**src/rtl/core/tls_ram.sv**
```systemverilog
// ---------------------------------------------------------------------------
// tls_ram: generic single-write, single-read RAM
// One write port and one read port with registered read data.
// ---------------------------------------------------------------------------
module tls_ram #(
	parameter int W = 8,
	parameter int DEPTH = 64,
	localparam int AW = $clog2(DEPTH)
) (
	input  logic          clk,
	input  logic          we,
	input  logic [AW-1:0] waddr,
	input  logic [W-1:0]  wdata,
	input  logic [AW-1:0] raddr,
	output logic [W-1:0]  rdata
);

	logic [W-1:0] mem_q [DEPTH];

	always_ff @(posedge clk) begin
		if (we) begin
			mem_q[waddr] <= wdata;
		end
		rdata <= mem_q[raddr];
	end

endmodule

```
**config.mk**
```make
export PLATFORM = sky130hd
export DESIGN_NAME = tls_ram
export DESIGN_NICKNAME = d
export VERILOG_FILES = /design/src/rtl/core/tls_ram.sv
export SDC_FILE = /design/constraint.sdc
export NUM_CORES = 1
export LEC_CHECK = 0
export BUFFER_PORTS_ARGS = -buffer_cell sky130_fd_sc_hd__buf_2
export CAP_MARGIN = 20
export CORE_ASPECT_RATIO = 0.8
export CORE_MARGIN = 8
export CORE_UTILIZATION = 40
export CTS_BUF_LIST = sky130_fd_sc_hd__clkbuf_8
export DETAILED_ROUTE_END_ITERATION = 16
export REMOVE_ABC_BUFFERS = 1
export SLEW_MARGIN = 20
export SYNTH_ARGS = -nofsm -noshare
export SYNTH_HDL_FRONTEND = slang
export SYNTH_SLANG_ARGS = --single-unit
```
**constraint.sdc**
```tcl
create_clock -name clk -period 3.1 [get_ports clk]
set_clock_uncertainty 0.05 [all_clocks]
set_input_delay 0.31 -clock clk [delete_from_list [all_inputs] [get_ports clk]]
set_output_delay 0.31 -clock clk [all_outputs]
set_load 0.005 [all_outputs]
```
## After elaboration in Yosys (flattened, before gate mapping)

Memory sizes are Yosys's and may differ from the RTL's. A register that Yosys moved wholly into a read port is not among the register bits.
Cells that the tools add are included.

| storage, ports and cells | value |
|---|---|
| memories kept | 1 |
| word-level logic and storage cells | 3 |
| bits in registers | 0 |
| bits in writable memories | 512 |
| output and inout port bits | 8 |

Memories:

| memory | words | width | rd ports | clocked after Yosys merged registers in | write ports | line | RTL |
|---|---|---|---|---|---|---|---|
| mem_q | 64 | 8 | 1 | 1 | 1 | 18 | `logic [W-1:0] mem_q [DEPTH];` |

| cells by class | value |
|---|---|
| multiplexer cells | 2 |

Operators by type and width:

| cell | count |
|---|---|
| $mux W1 | 2 |

## Longest topological paths before layout

| logic depth | value |
|---|---|
| depth after elaboration | 2 |
| mapped depth | 9 |

## Least setup slack after synthesis

No wires, ideal clock.

| timing | value |
|---|---|
| path type | input-to-reg |
| start point | input port raddr[1] |
| end point | register rdata[3], read port of mem_q |
| setup slack | 1.072 ns |
| setup time | 0.128 ns |
| required time | 2.922 ns |
| stages | 7 |
| arrival time | 1.850 ns |
| path through | buf_4 -> buf_2 -> buf_2 -> mux4_2 -> mux4_2 -> o21ai_1 -> o41ai_1 |

RTL lines:

| what | line | RTL |
|---|---|---|
| from (decl) | 14 | `input logic [AW-1:0] raddr,` |
| to (decl) | 15 | `output logic [W-1:0] rdata` |

==> metrics.cfg <==
[placement]
finalWeightedCongestion=0.804
placement.io_buffers=29
dp_hpwl_um=29200

[pwr]
powerDensity_nw_per_um2=599
peakVddDrop_uv=298
power_leakage_nw=7.44
finalPower_mw=13.9

[detailed_routing]
drt-vias-per-instance=5.45
drt_first_pass_iters=5
drt-total-wl_um=46600
via_count=9994
drc=0
drt_first_iter_violations=989
ant_nets=0
wl_per_cell_um=25.4

[sta]
max_freq_mhz=475
worst_slew_pin_slew_ps=923
timing.final.crit_period_ps=2100
finalSetupTns_ps=0
max-slew-margin-rel_pct=36.8
fin_crit_sh_pct=67.8
setup_violations=0
rsz0062_at_grt=false
drv_slew=0
hold_viol_final=0

[worst_hold_path]
hp-class=primary input to flop
min_to=rdata[4]
whs_path_depth=3
hold_start=raddr[5]

[synthesis]
synth_area_sq_um=20200
synth_area_leaders=edfxtp_1 76%, mux4_2 14%, nor2_1 1.5%, mux2i_1 1.1%, dfxtp_1 0.79%
async_flop_share_pct=0
synth.avg_cell_area_sq_um=21.5
synth_edf_count=512
yosys.cell_types.count=40
synth_warnings=0
synth_top_area_share_pct=76.2
yosysTopAreaCell=edfxtp_1
syn-instance-count=940
yosysSeqAreaShare_pct=77.0
synth_seq_cells=520
ys.flop_type=edfxtp_1

[floorplan]
die_y_um=217
pin_count=30
core_area_sq_um=49800
num_rows=73
die_width_um=267
start_util_pct=40.5
dieArea_sq_um=57900

[finish]
areaGrowthSynthToFinish_pct=14.8
mostFrequentLayoutCells=512 x edfxtp_1, 126 x mux4_2, 100 x buf_4
fill_cells=4180
diodes=0
drive_above_1_share_pct=31.9
layout_commonest_cell=edfxtp_1
nNetsFinal=1122

[clocking]
clkSinkCount=520
postCtsHoldBufs=0
clock_path_buffers=3
postCtsSetupRepairBufs=0
clk_pin_slew_ps=70
cts_tree=yes
cts_root_buf=clkbuf_8
numCtsBuffers=81
ctsHtreeMaxLevel=3
clock_latency_ps=640
post_cts_resized=0

[global_routing]
grt_overflow=0
grt_pass1_wl_um=69100
grt_max_degree=65
grt_pass1_vias=10400
track_usage_pct=16.2
grt_antenna_before_repair=0

[setup_path]
arrival_ps=2540
critPathCaptureType=flop
crit_buf_inv=0
cp-start-kind=flop
path_delay_family=compound AO/OA/AOI/OAI gates
slowest_delay_ps=820
r2r_slack_ps=1000
cpMaxStageDelayCell=a2111oi_0
timing.rr.start=mem_q[0][5]
crit_path_max_fanout=1
critical_path_class=flop to flop
worstPathCellList=mux4_2 > nor2b_1 > a2111oi_0 > o41ai_1
worst_r2r_path_depth=4
crit_required_ps=3540
worstReg2RegEnd=rdata[5]

[run_status]
status=finished clean

[flow_run]
maxCapViolCount=0

[worst min-delay path: stages]
cell	delay, ps
buf_2	210
nand3_1	110
o32ai_1	70
[worst max-delay path by stage]
stage	startpoint	to	slack, ps	depth (start not counted)
6_report	mem_q[0][5]	rdata[5]	1000	4
4_1_cts	mem_q[0][5]	rdata[5]	1010	4
5_1_grt	raddr[0]	rdata[1]	920	7
3_5_place_dp	raddr[0]	rdata[1]	330	7
3_3_place_gp	raddr[0]	rdata[1]	350	7
2_1_floorplan	mem_q[29][4]	rdata[4]	1370	5
[registers in the layout, summed over array words and instances (netlist names)]
name	count
rdata	8
mem_q	512
[area by class of cell]
class	count	area [sq um]	area share [%]
sequential	520	15500	67.1
multi-input combinational	369	4320	18.6
clock buffer	90	1240	5.35
timing repair buffer	128	975	4.21
tap	675	845	3.65
clock inverter	52	240	1.04
[where the power goes]
part / switching [mW] / internal [mW]
Combinational: 0.448 / 0.289
Clock: 2.58 / 2.74
Sequential: 0.0284 / 7.78
[Yosys cell counts (all sizes together), types with 3 or more instances]
cell type / count
nor3: 7
nand2: 19
nand2b: 7
mux2i: 23
o22ai: 8
nand3b: 3
o2bb2ai: 3
nand3: 13
o21ai: 4
mux4: 126
a221oi: 6
mux2: 13
dfxtp: 8
nor2: 83
o221ai: 8
a22oi: 3
nor2b: 14
a21oi: 3
edfxtp: 512
clkbuf: 17
buf: 34
o2111ai: 3
a211oi: 4
[kinds of logic after synthesis]
| kind of cell | count (synthesis) | share of synthesized area (%) |
|---|---|---|
| mux | 162 | 15.9 |
| simple gates | 153 | 3.39 |
| flops | 520 | 77.0 |
| compound gates | 54 | 2.07 |
| buf+inv | 51 | 1.57 |
[per-layer routing]
layer | part of all wire [%] | wire [um] | GRT usage, %
met3 | 6.8 | 3160 | 3.85
met4 | 2.9 | 1350 | 5.45
met2 | 43 | 20200 | 23.1
met1 | 47 | 21800 | 24.3
met5 | 0 | 0 | 0
[per-stage QoR]
stage	utilization, %	setup WS [ps]	hold slack, ps	cells	instance area [sq um]
6_report	46.5	997	64.2	1834	23100
5_1_grt	46.5	923	41.4	1834	23100
4_1_cts	46.5	1010	24.5	1834	23100
3_5_place_dp	43.5	329	709	1692	21700
3_3_place_gp	43.5	347	712	1692	21700
2_1_floorplan	-	1370	359	889	19900
No activity file was read; power rests on OpenSTA's default activity.
