[config.mk]
export PLATFORM = sky130hd
export DESIGN_NAME = tls_draw
export DESIGN_NICKNAME = d
export VERILOG_FILES = /design/src/rtl/core/tls_pkg.sv /design/src/rtl/core/tls_rem.sv /design/src/rtl/core/tls_draw.sv
export SDC_FILE = /design/constraint.sdc
export NUM_CORES = 2
export LEC_CHECK = 0
export ABC_AREA = 1
export BUFFER_PORTS_ARGS = -buffer_cell sky130_fd_sc_hd__buf_2
export CAP_MARGIN = 20
export CELL_PAD_IN_SITES_DETAIL_PLACEMENT = 1
export CELL_PAD_IN_SITES_GLOBAL_PLACEMENT = 1
export CORE_ASPECT_RATIO = 1.5
export CORE_MARGIN = 5
export CORE_UTILIZATION = 40
export CTS_CLUSTER_DIAMETER = 60
export DETAILED_ROUTE_END_ITERATION = 16
export PLACE_DENSITY_LB_ADDON = 0.1
export SYNTH_ARGS = -nofsm -noshare
export SYNTH_HDL_FRONTEND = slang
export SYNTH_SLANG_ARGS = --single-unit
[constraint.sdc]
create_clock -name clk -period 11.3 [get_ports clk]
set_clock_uncertainty 0.1 [all_clocks]
set_input_delay 3.39 -clock clk [delete_from_list [all_inputs] [get_ports clk]]
set_output_delay 3.39 -clock clk [all_outputs]
set_load 0.01 [all_outputs]
[src/rtl/core/tls_pkg.sv]
// ---------------------------------------------------------------------------
// tls_pkg: shared types and constants of the three-level task scheduler
// Table row layout, command codes, register indexes and widths used by the
// scheduler core, its draw sequencer and its remainder unit.
// ---------------------------------------------------------------------------
package tls_pkg;

	// Command codes carried in the input word's kind field.
	localparam logic [2:0] K_ALLOC = 3'd0;
	localparam logic [2:0] K_READY = 3'd1;
	localparam logic [2:0] K_YIELD = 3'd2;
	localparam logic [2:0] K_PICK  = 3'd3;
	localparam logic [2:0] K_LEVEL = 3'd4;
	localparam logic [2:0] K_TICK  = 3'd5;
	localparam logic [2:0] K_WSLOT = 3'd6;
	localparam logic [2:0] K_WALL  = 3'd7;

	// Configuration register indexes.
	localparam logic [1:0] REG_STARVE = 2'd0;
	localparam logic [1:0] REG_RLIMIT = 2'd1;
	localparam logic [1:0] REG_MAXTK  = 2'd2;

	// Width of a draw bound (a ticket total of up to 256 entries fits).
	localparam int HI_W = 16;
	// Width of an exact queue-three rank.
	localparam int RANK_W = 46;

	typedef struct packed {
		logic [31:0] run;
		logic [9:0]  rw;
		logic [9:0]  aw;
		logic [9:0]  pw;
		logic [7:0]  tickets;
		logic [31:0] entered;
		logic [1:0]  level;
	} tls_row_t;

	localparam int ROW_W = $bits(tls_row_t);

	// Contents of a row that has not been written since reset.
	function automatic tls_row_t row_rst();
		tls_row_t r;
		r.run     = 32'd0;
		r.rw      = 10'd1;
		r.aw      = 10'd1;
		r.pw      = 10'd1;
		r.tickets = 8'd0;
		r.entered = 32'd0;
		r.level   = 2'd2;
		return r;
	endfunction

endpackage

[src/rtl/core/tls_rem.sv]
// ---------------------------------------------------------------------------
// tls_rem: bit-serial signed remainder
// Truncating remainder of a signed 32-bit dividend by a positive divisor,
// one quotient bit per cycle; the remainder takes the dividend's sign.
// ---------------------------------------------------------------------------
module tls_rem (
	input  logic                     clk,
	input  logic                     arst_n,
	input  logic                     start,
	input  logic [31:0]              x,
	input  logic [tls_pkg::HI_W-1:0] d,
	output logic                     done,
	output logic [31:0]              rem
);
	import tls_pkg::*;

	localparam int STEPS = 32;
	localparam int CW = $clog2(STEPS);

	logic            busy_q;
	logic            done_q;
	logic            neg_q;
	logic [31:0]     mag_q;
	logic [HI_W-1:0] r_q;
	logic [HI_W-1:0] d_q;
	logic [CW-1:0]   cnt_q;
	logic [HI_W:0]   tr;
	logic [HI_W-1:0] r_n;

	always_comb begin
		tr = {r_q, mag_q[31]};
		if (tr >= {1'b0, d_q}) begin
			r_n = HI_W'(tr - {1'b0, d_q});
		end else begin
			r_n = tr[HI_W-1:0];
		end
	end

	always_ff @(posedge clk or negedge arst_n) begin
		if (!arst_n) begin
			busy_q <= 1'b0;
			done_q <= 1'b0;
			cnt_q  <= '0;
		end else begin
			done_q <= busy_q && (cnt_q == CW'(STEPS - 1));
			if (start) begin
				busy_q <= 1'b1;
				cnt_q  <= '0;
			end else if (busy_q) begin
				cnt_q <= cnt_q + 1'b1;
				if (cnt_q == CW'(STEPS - 1)) begin
					busy_q <= 1'b0;
				end
			end
		end
	end

	always_ff @(posedge clk) begin
		if (start) begin
			neg_q <= x[31];
			mag_q <= x[31] ? (32'd0 - x) : x;
			r_q   <= '0;
			d_q   <= d;
		end else if (busy_q) begin
			r_q   <= r_n;
			mag_q <= {mag_q[30:0], 1'b0};
		end
	end

	assign done = done_q;
	assign rem  = neg_q ? (32'd0 - 32'(r_q)) : 32'(r_q);

endmodule

[src/rtl/core/tls_draw.sv]
// ---------------------------------------------------------------------------
// tls_draw: tick-seeded pseudo random draw
// Sequences the shared remainder unit and one wrapping 32-bit multiplier
// through the draw formula for a bound hi and a tick count.
// ---------------------------------------------------------------------------
module tls_draw (
	input  logic                     clk,
	input  logic                     arst_n,
	input  logic                     start,
	input  logic [tls_pkg::HI_W-1:0] hi,
	input  logic [31:0]              now,
	output logic                     busy,
	output logic                     done,
	output logic signed [31:0]       result
);
	import tls_pkg::*;

	localparam logic [2:0] DS_IDLE = 3'd0;
	localparam logic [2:0] DS_R1   = 3'd1;
	localparam logic [2:0] DS_M1   = 3'd2;
	localparam logic [2:0] DS_M2   = 3'd3;
	localparam logic [2:0] DS_R2   = 3'd4;
	localparam logic [2:0] DS_R3   = 3'd5;
	localparam logic [2:0] DS_M3   = 3'd6;
	localparam logic [2:0] DS_R4   = 3'd7;

	logic [2:0]      st_q;
	logic            pend_q;
	logic            done_q;
	logic [31:0]     res_q;
	logic [HI_W-1:0] hi_q;
	logic [31:0]     t_q;
	logic [31:0]     acc_q;
	logic [31:0]     c_q;
	logic            rem_start;
	logic [31:0]     rem_x;
	logic            rem_done;
	logic [31:0]     rem_val;
	logic [31:0]     mul_a;
	logic [31:0]     mul_b;
	logic [31:0]     mul_p;
	logic            in_rem;

	tls_rem u_rem (
		.clk    (clk),
		.arst_n (arst_n),
		.start  (rem_start),
		.x      (rem_x),
		.d      (hi_q),
		.done   (rem_done),
		.rem    (rem_val)
	);

	always_comb begin
		in_rem = (st_q == DS_R1) || (st_q == DS_R2) || (st_q == DS_R3) || (st_q == DS_R4);
		rem_start = in_rem && !pend_q;
		unique case (st_q)
			DS_R1:   rem_x = t_q + 32'd2;
			DS_R2:   rem_x = acc_q + 32'd1;
			DS_R3:   rem_x = t_q;
			default: rem_x = acc_q;
		endcase
		unique case (st_q)
			DS_M1: begin
				mul_a = acc_q;
				mul_b = t_q + 32'd1;
			end
			DS_M2: begin
				mul_a = acc_q;
				mul_b = 32'd132;
			end
			default: begin
				mul_a = c_q;
				mul_b = acc_q;
			end
		endcase
		mul_p = 32'(mul_a * mul_b);
	end

	// The formula's third factor, 1 + (2*hi) % hi, is always one because the
	// bound never exceeds 16 bits, so it is left out of the sequence.
	always_ff @(posedge clk or negedge arst_n) begin
		if (!arst_n) begin
			st_q   <= DS_IDLE;
			pend_q <= 1'b0;
			done_q <= 1'b0;
		end else begin
			done_q <= 1'b0;
			if (rem_start) begin
				pend_q <= 1'b1;
			end
			unique case (st_q)
				DS_IDLE: begin
					if (start) begin
						if (hi <= HI_W'(1)) begin
							done_q <= 1'b1;
						end else begin
							st_q <= DS_R1;
						end
					end
				end
				DS_R1: begin
					if (pend_q && rem_done) begin
						pend_q <= 1'b0;
						st_q   <= DS_M1;
					end
				end
				DS_M1: st_q <= DS_M2;
				DS_M2: st_q <= DS_R2;
				DS_R2: begin
					if (pend_q && rem_done) begin
						pend_q <= 1'b0;
						st_q   <= DS_R3;
					end
				end
				DS_R3: begin
					if (pend_q && rem_done) begin
						pend_q <= 1'b0;
						st_q   <= DS_M3;
					end
				end
				DS_M3: st_q <= DS_R4;
				DS_R4: begin
					if (pend_q && rem_done) begin
						pend_q <= 1'b0;
						done_q <= 1'b1;
						st_q   <= DS_IDLE;
					end
				end
				default: st_q <= DS_IDLE;
			endcase
		end
	end

	always_ff @(posedge clk) begin
		if (st_q == DS_IDLE && start) begin
			hi_q  <= hi;
			t_q   <= now;
			res_q <= 32'(hi);
		end
		if (pend_q && rem_done) begin
			unique case (st_q)
				DS_R1:   acc_q <= rem_val;
				DS_R2:   c_q   <= rem_val + 32'd1;
				DS_R3:   acc_q <= rem_val + 32'd1;
				default: res_q <= rem_val + 32'd1;
			endcase
		end
		if (st_q == DS_M1 || st_q == DS_M2 || st_q == DS_M3) begin
			acc_q <= mul_p;
		end
	end

	assign busy   = (st_q != DS_IDLE);
	assign done   = done_q;
	assign result = res_q;

endmodule

Yosys cells after proc, flatten, opt, wreduce, memory -nomap -nowiden --
Index checks and enable logic that the tools add are counted. W data, S select, Z words.
Storage, ports and cells: bits in registers 221, bits of input ports 51, word-level logic and storage cells 94
Operators by class: add/subtract/negate cells 8, multiply operators 1, order comparisons 2, eq/ne operators 14, muxes and demuxes 33, reductions and logical operators 21
Operators with widths (number):
- $mux W32 | 10
- $pmux W32 S2 | 2
- $add A32 B1 Y32 const B | 3
- $pmux W32 S3 | 1
- $add A32 B2 Y32 const B | 1
- $mul A32 B32 Y32 | 1
- $sub A1 B32 Y32 const A | 1
- $pmux W3 S8 | 1
- $mux W3 | 6
- $ge A17 B16 Y1 | 1
- $sub A1 B16 Y17 const A | 1
- $le A16 B1 Y1 const B | 1
- $mux W16 | 1
- $sub A16 B16 Y16 | 1
- $eq A3 B3 Y1 const B | 4
- $mux W5 | 2
- $mux W1 | 9
- $ne A2 B1 Y1 const B | 4
- $eq A3 B2 Y1 const B | 2
- $reduce_and A6 Y1 | 1
- $reduce_bool A3 Y1 | 2
- $add A5 B1 Y5 const B | 1
- $eq A5 B5 Y1 const B | 1
- $logic_or A1 B1 Y1 | 5
- 11 further kinds | 17

Logic depth before layout (Yosys ltp) --
depth in word-level cells 8, depth in mapped cells 45, gate-level depth less buffers 44

Modules after synthesis --
Synthesis repeated with hierarchy kept, for this count alone.
Unflattened totals: cell total of the unflattened synthesis 4176, area total of the unflattened synthesis 31059.8 um^2
By module, submodules not included:
- tls_draw | times used 1, cells each 3392, area an instance 25627.1 um^2, seq. area each 4129.0 um^2
- tls_rem | times used 1, cells each 784, area an instance 5432.7 um^2, seq. area each 1966.9 um^2

Worst setup path after synthesis --
No wires, ideal clock.
kind register to register, from reg st_q[0], to reg acc_q[29] (data pin), setup time 0.266 ns, arrival 7.635 ns, slack 3.299 ns, cell stages (with the launch flop) 36, period minus slack after synthesis 8.001 ns, cells stage by stage dfrtp_1 inv_1 ha_1 inv_1 nor2_1 buf_2 nand3_1 o21ai_0 clkbuf_1 clkbuf_1 nand2_1 fa_1 inv_1 fa_1 inv_1 fa_1 fa_1 inv_1 fa_1 inv_1 fa_1 inv_1 fa_1 inv_1 fa_1 inv_1 ha_1 a21oi_1 o21ai_0 nand2_1 nand2_1 a21o_1 a21boi_0 nand2_1 nand2_1 o21ai_1
On the way: longest elaborated chain between the ends 5, elaborated cells on any way between the ends 14, classes of those cells 1 x mul; 5 x eq/ne; 5 x mux; 3 x reduce/logical
RTL lines:
- start: declaration | line tls_draw.sv:27 | logic [2:0] st_q;
- start signal: assignment | line tls_draw.sv:84 | st_q <= DS_IDLE;
- start signal: assignment | line tls_draw.sv:98 | st_q <= DS_R1;
- start signal: assignment | line tls_draw.sv:105 | st_q <= DS_M1;
- $eq A3 B2 Y1 | line tls_draw.sv:63, tls_draw.sv:149
- $reduce_or A2 Y1 (no source line)
- $mux W32 | line tls_draw.sv:63 | unique case (st_q)
- $mul A32 B32 Y32 | line tls_draw.sv:77 | mul_p = 32'(mul_a * mul_b);
- $mux W32 * | line tls_draw.sv:149 | if (st_q == DS_M1 || st_q == DS_M2 || st_q == DS_M3) begin
- end signal: assignment | line tls_draw.sv:143 | DS_R1: acc_q <= rem_val;
- end signal: assignment | line tls_draw.sv:145 | DS_R3: acc_q <= rem_val + 32'd1;
- end signal: assignment | line tls_draw.sv:150 | acc_q <= mul_p;
- end: declaration | line tls_draw.sv:33 | logic [31:0] acc_q;
Mark *: on every way between the ends. The rest lies on a longest branch, timed or not. The select of a mux whose other input is x is not followed. A chain may end at the register's enable or synchronous reset.

Final worst setup path --
Same ends and word-level chain as after synthesis.

==> flow_summary.yaml <==
synthesis:
  synth-edff-count: 161
  synth.area.top_cells: "fa_1 (27%), edfxtp_1 (16%), nand2_1 (12%)"
  syn_area_per_cell_um2: 7.62
  synthCells: 4002
  synth.top_cell.area_share_pct: 26.9
  async_flop_share_pct: 5.43
  ys_ff_latch: 221
  yosysUniqueCellTypes: 67
  yosys_warnings: 0
  syn_area_um2: 30500
  ys_seq_area_share_pct: 20.0
  yosys.area.top_type: "fa_1"
  syn-num-nets: 4614
  synthFlopType: "edfxtp_1"
floorplanning:
  num_rows: 124
  core_area_um2: 75900
  dieArea_um2: 81900
  ios: 85
  die_x_um: 235
  chipHeight_um: 348
  start_util_pct: 40.2
timing:
  slew_headroom_pct: 31.7
  worst_pin_slew_ns: 1.02
  max_freq_mhz: 105
  grt_setup_unrepaired: "false"
  drv_slew: 0
  setup_tns_ns: 0
  whs_ns: 0.319
  hold_viol: 0
  setup_viol: 0
  fin_crit_sh_pct: 84.1
  setup_ws_ns: 1.80
  period_needed_ns: 9.50
global_route:
  grt_util_met3_pct: 1.31
  top_usage_layer: "met2"
  grt_pass1_vias: 29200
  grt_max_degree: 67
  gr-usage-met1_pct: 32.3
  grt_pass1_wl_mm: 177
  grt_overflow: 0
  gr-usage-met2_pct: 52.8
  antenna_found_initial: 1
  track_usage_pct: 28.0
routing:
  drtPass1Iterations: 5
  vias: 26700
  routed_via_density: 5.27
  wire_per_inst_um: 22.8
  post-route-drc-count: 0
  drt-total-wl_mm: 116
  drtAntennaViolNets: 0
  drt_iter0_markers: 1338
cells_and_area:
  syn_to_final_growth_pct: 7.54
  multi_input_area_um2: 20700
  regArea_um2: 6100
  nets: 4650
  fin_area_um2: 32800
  fillers: 9506
  drive_gt1_share_pct: 7.06
worst_setup_path:
  start_kind: "register"
  cpPeakStageDelay_ns: 0.64
  crit_slowest_cell: "buf_4"
  rr_worst_depth: 34
  end_kind: "register"
  required_ns: 11.51
  crit_arrival_ns: 9.71
  path_class: "reg2reg"
  crit_top_cell: "fa_1"
  path_max_fanout: 64
clocking:
  cts_setup_buffers: 0
  cts.clk_slew.worst_paths_ns: 0.07
  tritoncts: "yes"
  cts_root_buf: "clkbuf_16"
  cts_buffer_depth: 3
  post_cts_resized: 0
  clock_sinks: 221
  cts_buffers: 23
  clock_latency_ns: 0.57
  htree_levels: 1
  cts_hold_buf: 0
place:
  place_area_um2: 32000
  gp_congestion: 0.958
  pre_cts_slack_ns: 1.90
  io_buffers: 84
  hpwl_mm: 95.7
run:
  maxCapViolations: 0
status:
  status: "finished clean"
min_path:
  hold_path_depth: 0
  worstHoldPathType: "reg2reg"
path summary, 6_finish.rpt:
path	start	slack, ns	to
worst min register to register	hi_q[11]$_DFFE_PP_	0.32	u_rem.d_q[11]$_DFFE_PP_
min in group asynchronous	arst_n	2.59	done$_DFF_PN0_
worst min-delay path	hi_q[11]$_DFFE_PP_	0.32	u_rem.d_q[11]$_DFFE_PP_
worst max register to register	st_q[0]$_DFFE_PN0P_	1.80	acc_q[29]$_DFFE_PP_
max in group asynchronous	arst_n	8.26	u_rem.cnt_q[0]$_DFFE_PN0P_
worst max-delay path	st_q[0]$_DFFE_PN0P_	1.80	acc_q[29]$_DFFE_PP_
layout make-up:
cell class              instances  share of cell area (%)
well taps                    1008                    3.85
repair buffers                133                    2.47
multi-input cells            2814                    63.0
clock buffers                  24                    1.80
clock inverters                16                   0.534
inverters                     845                    9.71
flip-flops and latches        221                    18.6
diodes                          2                  0.0153
routing by layer:
metal / part of all wire [%] / vias to the layer above
met3: 2.1 / 233
met2: 53 / 474
met1: 38 / 13600
li1: - / 12300
met5: 0 / -
met4: 6.2 / 0
critical path: cells and delay by family, from the launching register on:
kind	cells	cell delay (ns)
AND/OR/NAND/NOR	8	0.97
adder cells (fa/ha/maj)	10	4.51
flip-flops	1	0.42
buffers and inverters	8	1.74
AO/OA/AOI/OAI	8	1.43
registers in the layout (all words and copies together) (netlist names), 3 cells and up:
register,count
u_rem.r_q,16
u_rem.cnt_q,5
result,32
acc_q,32
u_rem.d_q,16
st_q,3
hi_q,16
c_q,32
t_q,32
u_rem.mag_q,32
logic make-up after synthesis:
| logic type | count (synthesis) | synth area share, % |
|---|---|---|
| fa+ha+maj | 561 | 33.1 |
| compound gates | 382 | 7.51 |
| xor+xnor | 88 | 2.64 |
| flops | 221 | 20.0 |
| simple gates | 1783 | 24.4 |
| buf+inv | 967 | 12.3 |
Yosys cell counts (4+ instances only):
master	count
o211ai_1	7
o21ai_1	33
nand3_2	6
o22ai_1	25
buf_1	8
nor2_2	16
nand4_1	36
nor2_1	460
nand2_4	5
nand2_1	954
clkbuf_1	81
nor4_1	9
buf_4	4
dfxtp_1	48
inv_2	16
a21o_1	4
o2111ai_1	12
o21a_1	7
nor2_4	6
inv_1	819
o21bai_1	4
fa_1	409
buf_6	9
o21ai_2	18
a31oi_1	4
nand3b_1	16
a21oi_1	110
clkinv_1	7
nor3_1	23
xor2_1	51
nand2_2	9
or2_2	4
buf_2	20
nand3_1	226
edfxtp_1	161
o21ai_4	8
o21ai_0	129
ha_1	152
dfrtp_1	12
xnor2_1	34
stage by stage:
stage          instances  util [%]
2_1_floorplan       4002         -
3_3_place_gp        5020      42.1
3_5_place_dp        5021      42.2
4_1_cts             5061      43.2
5_1_grt             5062      43.2
6_report            5063      43.2
cells in the final DEF, fill, tap and decap left out, types with 4 or more instances in the layout:
| cell | count |
|---|---|
| nand3_2 | 6 |
| nor2_4 | 7 |
| dfrtp_1 | 12 |
| nand2_2 | 10 |
| ha_1 | 152 |
| o21ai_1 | 35 |
| xor2_1 | 51 |
| o2111ai_1 | 12 |
| buf_2 | 84 |
| o21ai_0 | 126 |
| edfxtp_1 | 161 |
| nor3_1 | 23 |
| clkinv_2 | 7 |
| o21ai_4 | 8 |
| inv_2 | 16 |
| clkinv_4 | 4 |
| o21bai_1 | 4 |
| o22ai_1 | 25 |
| or2_2 | 4 |
| clkbuf_16 | 23 |
| xnor2_1 | 34 |
| o21ai_2 | 19 |
| buf_4 | 48 |
| o211ai_1 | 7 |
| fa_1 | 409 |
| a21oi_1 | 110 |
| o21a_1 | 7 |
| a31oi_1 | 4 |
| a21o_1 | 4 |
| inv_1 | 818 |
| clkinv_1 | 8 |
| nor4_1 | 9 |
| nor2_1 | 455 |
| dfxtp_1 | 48 |
| nand3_1 | 226 |
| nand4_1 | 36 |
| nand2_4 | 5 |
| nand3b_1 | 16 |
| nor2_2 | 20 |
| nand2_1 | 953 |
Power is not shown: default switching activity piles up to over one toggle a cycle in this logic, so the estimate is an artifact.
